<file path="config.mk">
export PLATFORM = sky130hd
export DESIGN_NAME = dsssmf_cell
export DESIGN_NICKNAME = d
export VERILOG_FILES = /design/src/rtl/dsss_matched_filter_peak_top_defines.svh /design/src/rtl/dsssmf_pkg.sv /design/src/rtl/dsssmf_cell.sv
export SDC_FILE = /design/constraint.sdc
export NUM_CORES = 1
export LEC_CHECK = 0
export ABC_AREA = 1
export BUFFER_PORTS_ARGS = -buffer_cell sky130_fd_sc_hd__clkbuf_2
export CORE_ASPECT_RATIO = 0.6
export CORE_UTILIZATION = 30
export CTS_BUF_LIST = sky130_fd_sc_hd__clkbuf_16
export CTS_CLUSTER_DIAMETER = 80
export DETAILED_ROUTE_END_ITERATION = 8
export SLEW_MARGIN = 20
export SYNTH_ARGS = -nofsm -noshare
export SYNTH_HDL_FRONTEND = slang
export SYNTH_SLANG_ARGS = --single-unit
export TNS_END_PERCENT = 10
</file>
<file path="constraint.sdc">
create_clock -name clock -period 1.4 [get_ports clock]
set_input_delay 0.14 -clock clock [delete_from_list [all_inputs] [get_ports clock]]
set_output_delay 0.14 -clock clock [all_outputs]
set_load 0.005 [all_outputs]
</file>
<file path="src/rtl/dsss_matched_filter_peak_top_defines.svh">
// ----------------------------------------------------------------------------
// DSSS matched filter peak - assertion macros
// Shared concurrent assertion helpers, compiled out when ASSERT_OFF is set.
// ----------------------------------------------------------------------------
`ifndef DSSS_MATCHED_FILTER_PEAK_TOP_DEFINES_SVH
`define DSSS_MATCHED_FILTER_PEAK_TOP_DEFINES_SVH

`ifndef ASSERT_OFF
// property must hold on every clock edge outside reset
`define DMF_ASSERT(lbl, clk, rst, prop, msg) \
   lbl: assert property (@(posedge clk) disable iff (rst) prop) else $error(msg);
// expression must never be true outside reset
`define DMF_NEVER(lbl, clk, rst, expr, msg) \
   lbl: assert property (@(posedge clk) disable iff (rst) !(expr)) else $error(msg);
`else
`define DMF_ASSERT(lbl, clk, rst, prop, msg)
`define DMF_NEVER(lbl, clk, rst, expr, msg)
`endif

`endif

</file>
<file path="src/rtl/dsssmf_pkg.sv">
`timescale 1ns / 1ps
// ----------------------------------------------------------------------------
// dsssmf_pkg
// Widths, register codes and shared types of the DSSS matched filter peak.
// ----------------------------------------------------------------------------
package dsssmf_pkg;

   // sample and tap format
   localparam int SAMPLE_W   = 16;
   localparam int FRAC_SHIFT = SAMPLE_W - 1;

   // filter depth
   localparam int TAP_DEPTH = 256;
   localparam int TAP_IDX_W = $clog2(TAP_DEPTH);
   localparam int TAP_CNT_W = TAP_IDX_W + 1;

   // window
   localparam int WIN_MAX = 4096;
   localparam int POS_W   = $clog2(WIN_MAX);
   localparam int WIN_W   = POS_W + 1;

   // datapath widths
   localparam int MUL_W     = 2 * SAMPLE_W;
   localparam int ACC_W     = MUL_W + 1 + TAP_IDX_W;
   localparam int Y_W       = ACC_W - FRAC_SHIFT;
   localparam int MAG_W     = 2 * Y_W;
   localparam int SCALE_W   = 16;
   localparam int SCL_W     = Y_W + SCALE_W + 1;
   localparam int SCL_SHIFT = 16;
   localparam int SH_W      = SCL_W - SCL_SHIFT;
   localparam int OUT_W     = 16;

   // register port
   localparam int CSR_IDX_W  = 2;
   localparam int CSR_ADDR_W = CSR_IDX_W + 2;
   localparam int CSR_DATA_W = 32;

   typedef logic [CSR_IDX_W-1:0] csr_idx_type;
   localparam csr_idx_type CSR_TAP_COUNT     = 2'd0;
   localparam csr_idx_type CSR_WINDOW_LENGTH = 2'd1;
   localparam csr_idx_type CSR_OUTPUT_SCALE  = 2'd2;

   localparam logic [TAP_CNT_W-1:0] TAP_COUNT_RST = 9'd1;
   localparam logic [WIN_W-1:0]     WIN_LEN_RST   = 13'd64;
   localparam logic [SCALE_W-1:0]   SCALE_RST     = 16'd2048;

   // request function codes
   localparam logic FUNC_TAP    = 1'b0;
   localparam logic FUNC_SAMPLE = 1'b1;

   typedef struct packed {
      logic signed [SAMPLE_W-1:0] re;
      logic signed [SAMPLE_W-1:0] im;
   } cplx_type;

   typedef struct packed {
      logic shift;
      logic rotate;
   } cell_ctrl_type;

   typedef struct packed {
      logic clear;
      logic take;
   } mac_ctrl_type;

   typedef struct packed {
      logic sqr;
      logic cmp;
      logic scale;
   } peak_ctrl_type;

   typedef enum logic [2:0] {
      ST_IDLE,
      ST_RUN,
      ST_ACC,
      ST_SQR,
      ST_CMP,
      ST_SCALE,
      ST_EMIT
   } state_type;

endpackage

</file>
<file path="src/rtl/dsssmf_cell.sv">
`timescale 1ns / 1ps
// ----------------------------------------------------------------------------
// dsssmf_cell
// One filter position: holds a delay line sample and a tap. Samples shift
// toward older positions on a new request; both rotate toward the head
// during the multiply-accumulate pass.
// ----------------------------------------------------------------------------
module dsssmf_cell
   import dsssmf_pkg::*;
(
   input  logic          clock,
   input  logic          reset,
   input  cell_ctrl_type ctrl,
   input  logic          tap_we,
   input  cplx_type      tap_load,
   input  cplx_type      left_smp,
   input  cplx_type      right_smp,
   input  cplx_type      right_tap,
   output cplx_type      smp,
   output cplx_type      tap
);

   cplx_type smp_ff, smp_in;
   cplx_type tap_ff, tap_in;

   // sample: shift in from the newer side, or rotate in from the older side
   always_comb begin
      smp_in = smp_ff;
      if (ctrl.shift) begin
         smp_in = left_smp;
      end else if (ctrl.rotate) begin
         smp_in = right_smp;
      end
   end

   // tap: direct load, or rotate with the samples
   always_comb begin
      tap_in = tap_ff;
      if (tap_we) begin
         tap_in = tap_load;
      end else if (ctrl.rotate) begin
         tap_in = right_tap;
      end
   end

   // delay line starts cleared
   always_ff @(posedge clock) begin
      if (reset) begin
         smp_ff <= '0;
      end else begin
         smp_ff <= smp_in;
      end
   end

   always_ff @(posedge clock) begin
      tap_ff <= tap_in;
   end

   assign smp = smp_ff;
   assign tap = tap_ff;

endmodule

</file>
==> results.toml <==
[status]
status = "complete, no violations"

[floorplanning]
start_util_pct = 31.5
chipHeight_um = 78.8
row_count = 27
core_um2 = 9360
top_level_ports = 197
die_w_um = 130
die_area_um2 = 10200

[timing]
final.min_clock_period_ps = 972
fmax_mhz = 1030
max_slew_margin_pct = 48.9
worst_pin_slew_ps = 766
fin_crit_sh_pct = 69.4
finalHoldViolations = 0
fin_ws_ps = 428
rsz0062_at_grt = "no"
setup_violations = 0
fin_worst_skew_ps = 0
final.setup.tns_ps = 0
drv_slew = 0

[place]
gp_congestion = 0.772
placed_cells = 688
hpwl_um = 5970
placed_area_um2 = 3980
portBuffers = 196
pre_cts_ws_ps = 83.3

[drt]
vias_per_cell = 4.37
via_count = 3075
totalWireLength_um = 8020
avgRoutedWirePerCell_um = 11.4
first_pass_iters = 4
drtIter0Drc = 103
drc_errors = 0
ant_nets = 0

[clock_tree]
h-tree-depth = 3
cts.sinks = 64
cts_tree = "yes"
clock_path_buffers = 2
post_cts_buffers = 0
cts_buffers = 9
cts-hold-fix-buffers = 0
clock_latency_ps = 320
clk_pin_slew_ps = 50
cts_resized = 0
root_buffer = "clkbuf_16"

[worst_hold_path]
hold_start = "right_tap[26]"
hold_class = "in2reg"
holdPathStages = 3

[setup_path]
r2r_start = "smp[14]"
end_kind = "primary output"
cp.required_ps = 1260
cp.arrival_ps = 830
crit_type = "reg2out"
path_delay_family = "flip-flops"
slowest_stage = "edfxtp_1"
crit_cells = 1
crit_buf_inv = 1
critical_path.max_stage_delay_ps = 370
cp-startpoint = "tap[24]"
worstPathCellList = "clkbuf_2"
crit_path_start_kind = "flip-flop"
reg2reg_depth = 4
worstPathMaxFanout = 1

[grt]
grtUsageTotal_pct = 15.5
antenna_found_initial = 0
met3_usage_pct = 5.59
grt_pass1_vias = 2693
grt_pass1_wl_um = 12200
grt_use_met2_pct = 24.4
busiest_layer = "met2"
grt_max_degree = 34
overflow = 0
use_met1_pct = 19.4

[final_layout]
mostFrequentLayoutCells = "clkbuf_2, nand2_1, nand3_1, inv_1"
syn_to_final_growth_pct = 43.6
drive_gt1_share_pct = 37.3
fin_cells = 704
finalNetCount = 702
final_common_cell = "clkbuf_2"
fillCellCount = 954
antenna_cells = 0
seq_area_um2 = 1600
multi_input_area_um2 = 1070
fin_area_um2 = 4230

[pwr]
p_per_area_nw_per_um2 = 1130
p_total_w = 0.00479
leakagePower_nw = 2.48
vdd_drop_max_uv = 526

[synth]
ys_types = 13
synth.yosys.seq_area_share_pct = 54.3
syn_area_um2 = 2950
yosys_warnings = 0
syn-num-nets = 514
avgSynthCellArea_um2 = 7.74
syn_inst = 381
synth-seq-cells = 64

[flow_run]
drv_cap = 0
==> metrics by stage <==
stage	hold slack, ps	utilization [%]
2_1_floorplan	319	-
3_3_place_gp	407	42.5
3_5_place_dp	410	42.5
4_1_cts	67.3	45.2
5_1_grt	78.9	45.2
6_report	82.0	45.2
==> where the power goes <==
group / switching, W / total (W) / internal, W
Sequential: 0.0000619 / 0.00222 / 0.00215
Combinational: 0.000370 / 0.000713 / 0.000343
Clock: 0.000714 / 0.00187 / 0.00115
Total: 0.00115 / 0.00479 / 0.00365
==> area by class of cell <==
type | count | share of cell area [%]
Timing Repair Buffer | 201 | 24.1
Clock buffer | 9 | 5.32
Clock inverter | 7 | 0.650
Multi-Input combinational cell | 258 | 25.2
Sequential cell | 64 | 37.8
Inverter | 35 | 3.10
Tap cell | 130 | 3.84
==> kinds of logic after synthesis <==
family	count (synthesis)	synth area share (%)
AND/OR/NAND/NOR	258	36.2
flip-flops	64	54.3
buffers and inverters	59	9.50
==> path summary, 6_finish.rpt <==
kind             end  slack (ps)
min reg2reg   smp[3]         540
min          tap[26]          80
max          tap[24]         430
max reg2reg  smp[14]         740
==> state kept, by name, indices dropped and copies added (netlist names) <==
signal	cells
smp	32
tap	32
==> layer usage <==
| metal | up-vias | share of wire [%] | routed length [µm] |
|---|---|---|---|
| li1 | 1562 | - | - |
| met2 | 128 | 45 | 3610 |
| met3 | 11 | 7.8 | 628 |
| met4 | 0 | 1.5 | 121 |
| met5 | - | 0 | 0 |
| met1 | 1374 | 46 | 3660 |
==> cell usage after synthesis <==
cell	n	area (µm²)
or2_2	1	6.26
inv_2	1	3.75
nor2_8	1	20.0
nand2_1	192	721
buf_2	11	55.1
nand3_1	64	320
buf_6	4	45.0
edfxtp_1	32	961
buf_4	4	30.0
inv_1	34	128
buf_1	3	11.3
clkbuf_1	2	7.51
dfxtp_1	32	641
==> worst register-to-register path, delay by kind of cell (launching register included) <==
kind	cells	cell delay (ps)
buffers and inverters	1	60
DFF	1	350
and+or+nand+nor	3	200
Power figures use the tool's default switching activity.
