==> config.mk <==
export PLATFORM = sky130hd
export DESIGN_NAME = dsssmf_mac
export DESIGN_NICKNAME = d
export VERILOG_FILES = /design/src/rtl/dsss_matched_filter_peak_top_defines.svh /design/src/rtl/dsssmf_pkg.sv /design/src/rtl/dsssmf_mac.sv
export SDC_FILE = /design/constraint.sdc
export NUM_CORES = 2
export LEC_CHECK = 0
export CAP_MARGIN = 30
export CORE_MARGIN = 1
export CORE_UTILIZATION = 35
export DETAILED_ROUTE_END_ITERATION = 8
export DONT_BUFFER_PORTS = 1
export MAX_ROUTING_LAYER = met4
export PLACE_DENSITY = 0.49
export SLEW_MARGIN = 20
export SYNTH_ARGS = -nofsm -noshare
export SYNTH_HDL_FRONTEND = slang
export SYNTH_SLANG_ARGS = --single-unit
==> constraint.sdc <==
create_clock -name clock -period 8.6 [get_ports clock]
set_clock_uncertainty 0.15 [all_clocks]
set_input_delay 0 -clock clock [delete_from_list [all_inputs] [get_ports clock]]
set_output_delay 0 -clock clock [all_outputs]
set_load 0.01 [all_outputs]
==> src/rtl/dsss_matched_filter_peak_top_defines.svh <==
// ----------------------------------------------------------------------------
// DSSS matched filter peak - assertion macros
// Shared concurrent assertion helpers, compiled out when ASSERT_OFF is set.
// ----------------------------------------------------------------------------
`ifndef DSSS_MATCHED_FILTER_PEAK_TOP_DEFINES_SVH
`define DSSS_MATCHED_FILTER_PEAK_TOP_DEFINES_SVH

`ifndef ASSERT_OFF
// property must hold on every clock edge outside reset
`define DMF_ASSERT(lbl, clk, rst, prop, msg) \
   lbl: assert property (@(posedge clk) disable iff (rst) prop) else $error(msg);
// expression must never be true outside reset
`define DMF_NEVER(lbl, clk, rst, expr, msg) \
   lbl: assert property (@(posedge clk) disable iff (rst) !(expr)) else $error(msg);
`else
`define DMF_ASSERT(lbl, clk, rst, prop, msg)
`define DMF_NEVER(lbl, clk, rst, expr, msg)
`endif

`endif

==> src/rtl/dsssmf_pkg.sv <==
`timescale 1ns / 1ps
// ----------------------------------------------------------------------------
// dsssmf_pkg
// Widths, register codes and shared types of the DSSS matched filter peak.
// ----------------------------------------------------------------------------
package dsssmf_pkg;

   // sample and tap format
   localparam int SAMPLE_W   = 16;
   localparam int FRAC_SHIFT = SAMPLE_W - 1;

   // filter depth
   localparam int TAP_DEPTH = 256;
   localparam int TAP_IDX_W = $clog2(TAP_DEPTH);
   localparam int TAP_CNT_W = TAP_IDX_W + 1;

   // window
   localparam int WIN_MAX = 4096;
   localparam int POS_W   = $clog2(WIN_MAX);
   localparam int WIN_W   = POS_W + 1;

   // datapath widths
   localparam int MUL_W     = 2 * SAMPLE_W;
   localparam int ACC_W     = MUL_W + 1 + TAP_IDX_W;
   localparam int Y_W       = ACC_W - FRAC_SHIFT;
   localparam int MAG_W     = 2 * Y_W;
   localparam int SCALE_W   = 16;
   localparam int SCL_W     = Y_W + SCALE_W + 1;
   localparam int SCL_SHIFT = 16;
   localparam int SH_W      = SCL_W - SCL_SHIFT;
   localparam int OUT_W     = 16;

   // register port
   localparam int CSR_IDX_W  = 2;
   localparam int CSR_ADDR_W = CSR_IDX_W + 2;
   localparam int CSR_DATA_W = 32;

   typedef logic [CSR_IDX_W-1:0] csr_idx_type;
   localparam csr_idx_type CSR_TAP_COUNT     = 2'd0;
   localparam csr_idx_type CSR_WINDOW_LENGTH = 2'd1;
   localparam csr_idx_type CSR_OUTPUT_SCALE  = 2'd2;

   localparam logic [TAP_CNT_W-1:0] TAP_COUNT_RST = 9'd1;
   localparam logic [WIN_W-1:0]     WIN_LEN_RST   = 13'd64;
   localparam logic [SCALE_W-1:0]   SCALE_RST     = 16'd2048;

   // request function codes
   localparam logic FUNC_TAP    = 1'b0;
   localparam logic FUNC_SAMPLE = 1'b1;

   typedef struct packed {
      logic signed [SAMPLE_W-1:0] re;
      logic signed [SAMPLE_W-1:0] im;
   } cplx_type;

   typedef struct packed {
      logic shift;
      logic rotate;
   } cell_ctrl_type;

   typedef struct packed {
      logic clear;
      logic take;
   } mac_ctrl_type;

   typedef struct packed {
      logic sqr;
      logic cmp;
      logic scale;
   } peak_ctrl_type;

   typedef enum logic [2:0] {
      ST_IDLE,
      ST_RUN,
      ST_ACC,
      ST_SQR,
      ST_CMP,
      ST_SCALE,
      ST_EMIT
   } state_type;

endpackage

==> src/rtl/dsssmf_mac.sv <==
`timescale 1ns / 1ps
// ----------------------------------------------------------------------------
// dsssmf_mac
// Complex multiply-accumulate at the head of the cell row. Four products are
// registered, then folded into the exact real and imaginary sums.
// ----------------------------------------------------------------------------
module dsssmf_mac
   import dsssmf_pkg::*;
(
   input  logic                    clock,
   input  logic                    reset,
   input  mac_ctrl_type            ctrl,
   input  cplx_type                tap,
   input  cplx_type                smp,
   output logic signed [ACC_W-1:0] acc_re,
   output logic signed [ACC_W-1:0] acc_im
);

   logic signed [MUL_W-1:0] rr_ff, rr_in, ii_ff, ii_in;
   logic signed [MUL_W-1:0] ri_ff, ri_in, ir_ff, ir_in;
   logic                    take_ff, take_in;
   logic signed [ACC_W-1:0] acc_re_ff, acc_re_in, acc_im_ff, acc_im_in;

   // product stage, no conjugation
   always_comb begin
      rr_in   = MUL_W'(tap.re) * MUL_W'(smp.re);
      ii_in   = MUL_W'(tap.im) * MUL_W'(smp.im);
      ri_in   = MUL_W'(tap.re) * MUL_W'(smp.im);
      ir_in   = MUL_W'(tap.im) * MUL_W'(smp.re);
      take_in = ctrl.take;
   end

   always_ff @(posedge clock) begin
      rr_ff <= rr_in;
      ii_ff <= ii_in;
      ri_ff <= ri_in;
      ir_ff <= ir_in;
   end

   always_ff @(posedge clock) begin
      if (reset) begin
         take_ff <= 1'b0;
      end else begin
         take_ff <= take_in;
      end
   end

   // accumulate stage, cleared when a new sample arrives
   always_comb begin
      acc_re_in = acc_re_ff;
      acc_im_in = acc_im_ff;
      if (ctrl.clear) begin
         acc_re_in = '0;
         acc_im_in = '0;
      end else if (take_ff) begin
         acc_re_in = acc_re_ff + ACC_W'(rr_ff) - ACC_W'(ii_ff);
         acc_im_in = acc_im_ff + ACC_W'(ri_ff) + ACC_W'(ir_ff);
      end
   end

   always_ff @(posedge clock) begin
      acc_re_ff <= acc_re_in;
      acc_im_ff <= acc_im_in;
   end

   assign acc_re = acc_re_ff;
   assign acc_im = acc_im_ff;

endmodule

==> metrics <==
status complete, no violations; Reg2Reg Depth 13; WL final 146,700 um; Final nets 7,093; Clk Latency, worst-skew pair 0.59 ns; CP endpoint kind flip-flop; initial antenna violation count 6; io pins 150; register bit total from synthesis 211; synthesized area per cell 9.078 um^2; Met2 Wirelength 67,540 um; fillcell total 14,900; most used cell, CP fa_1; Hold WC Path Type in -> reg; vias in the first global route 39,620; WS Path Type in -> reg; Worst Hold End ii_ff[4]; post-cts gate resize count 0; H-tree depth 2; FF+latch area 0.004228 mm^2; startpoint types input port; hold path startpoint tap[0]; syn nets 7,250; die height 384.6 um; Final TNS setup 0 ns; CP Max Fanout 16; Top Layer Used met4; Worst EP required 8.92 ns; RR Startpoint acc_re[15]; CP max stage delay 1.04 ns; die area 0.1479 mm^2; Worst R2R Setup Slack 3.89 ns; layout cells sized above 1 0.01633; register area share after synthesis 0.08243; slowest CP cell o311ai_0; CP Cell Sequence inv_1 > buf_4 > nor2_1 > fa_1 > fa_1 > fa_1 > fa_1 > fa_1 > inv_1 > fa_1 > inv_1 > ha_1 > a21o_1 > a21o_1 > a21o_1 > o311ai_0 > a21oi_1 > o41ai_1 > nor2_1 > a211oi_1; Hold Violations, Final 0; post-route ant nets 0; Hold Path Depth 5; Post-Route M1 WL 66,170 um; TritonCTS clock tree done; Final min period 6.593 ns; Slew Limit Fails 0; Std-Cell Rows 140; CTS root buf clkbuf_16; arrival time at the worst endpoint 6.91 ns; Starting Density 0.3520; Initial DRC Count 1,863; pin count of the biggest net entering global routing 101; max frequency 151.7 MHz; number of cells produced by synthesis 5,645; ys flop type dfxtp_1; Clock transition at path regs 0.06 ns; via density per instance 4.882; Initial DRT Pass Iterations 6; gpl congestion 0.9052; Die X 384.6 um; post-synthesis async set-or-reset flop share 0; CORE AREA 0.1456 mm^2; I/O Buffers 0; gr usage total 0.2145; CTS buffer count 35; met3 wire len 8619 um; area added between synthesis and finish 6.072%; Max Root-Sink Buffers 3; RSZ-0062 raised after global routing false; global route total overflow 0; Via Count 36,290; first-pass GRT wire length 234,700 um; synthesized cell area 0.05124 mm^2; post-DR wirelength/cell 19.74 um; DRC violation count after routing 0; multi-input logic area 0.04116 mm^2; Ys Warns 0; fin crit share 0.7666; max_cap viols 0; Worst-Margin Slew 1.227 ns; Final setup viols 0; Slew headroom 0.1714; Post-synth EDFFs 0; r2r endpoint acc_re[40]; CTS sink cnt 211; Yosys cell types 79; Detailed Place HPWL 113,700 um
## sequential cells by signal (all words and copies together) (netlist names)
register and cells:
rr_ff 32, ri_ff 32, acc_re 41, acc_im 41, ii_ff 32, ir_ff 32, take_ff 1
## kinds of logic (layout without fill, tap and decap cells)
logic type,count (synthesis),after routing,share of synthesized area
adder cells (fa/ha/maj),1537,1537,0.5407
multiplexers,40,40,0.007838
flip-flops,211,211,0.08243
other,0,4,0
AND/OR/NAND/NOR,1514,1514,0.1464
AO/OA/AOI/OAI,584,584,0.07454
buffers and inverters,1562,1429,0.1144
XOR/XNOR,197,197,0.03367
## cells in the mapped netlist (28+ instances only)
| cell type | instances | share of area |
|---|---|---|
| inv_1 | 1328 | 0.097 |
| ha_1 | 408 | 0.10 |
| nor3_1 | 38 | 0.0037 |
| and2_1 | 509 | 0.062 |
| nor2_1 | 199 | 0.015 |
| fa_1 | 1129 | 0.44 |
| xnor2_1 | 140 | 0.024 |
| a21oi_1 | 169 | 0.017 |
| nand2b_1 | 38 | 0.0046 |
| clkbuf_1 | 223 | 0.016 |
| mux2i_1 | 39 | 0.0076 |
| xor2_1 | 57 | 0.0097 |
| nand3_1 | 38 | 0.0037 |
| dfxtp_1 | 211 | 0.082 |
| a21o_1 | 106 | 0.016 |
| o21ai_0 | 94 | 0.0092 |
| nand2_1 | 576 | 0.042 |
| a211oi_1 | 28 | 0.0041 |
## what timing repair did
| action | 4_1_cts | 5_1_grt |
|---|---|---|
| hold endpoints to repair | 102 | 0 |
| buffers inserted | 0 | 0 |
| setup endpoints to repair | 0 | 0 |
| hold buffers | 31 | 0 |
## placed cells by master (no fill, tap or decap), types with 106 or more instances in the layout
cell	Yosys	final
inv_1	1328	1328
dfxtp_1	211	210
fa_1	1129	1129
nor2_1	199	199
a21oi_1	169	169
ha_1	408	408
nand2_1	576	576
and2_1	509	509
xnor2_1	140	140
a21o_1	106	106
## per-layer routing
layer,GRT usage,vias up
met3,0.03708,122
met5,-,-
met1,0.2802,18770
met4,0.05717,0
met2,0.3424,751
li1,-,16650
## area by class of cell
class                      count  area share
tap                         1917     0.04413
antenna                        4   0.0001841
clock inverter                10    0.001841
timing repair buffer          39    0.007872
inverter                    1329     0.09178
clock buffer                  51     0.01927
sequential                   211     0.07778
multi-input combinational   3872      0.7572
## worst max-delay path by stage
stage	startpoint	to	slack, ns	cells past startpoint
global placement	smp[15]	ri_ff[31]	1.74	20
CTS	smp[15]	ri_ff[31]	2.17	20
finish	smp[15]	ri_ff[31]	2.01	20
global route	smp[15]	ri_ff[31]	1.89	20
detailed placement	smp[15]	ri_ff[31]	1.58	20
floorplan	tap[11]	ir_ff[31]	2.63	21
## worst max-delay path, delay by kind of cell
family	cells	cell delay (ns)
adders and majority gates	7	3.19
AOI/OAI and AO/OA	7	2.77
and+or+nand+nor	2	0.18
buffers and inverters	4	0.75
## through the flow
step	hold slack (ns)	cells	area (um^2)	util	setup slack [ns]
after floorplan	-0.07839	5645	51240	-	2.633
after global placement	-0.08413	7334	52810	0.3628	1.737
after detailed placement	-0.08562	7337	52870	0.3632	1.583
after CTS	0.02524	7429	54350	0.3733	2.172
after global routing	0.08086	7431	54350	0.3734	1.888
final	0.03540	7433	54360	0.3734	2.007
Power is left out: the tool's default activity adds up to more than one toggle a clock period on the data nets, which glitch-free logic cannot reach.
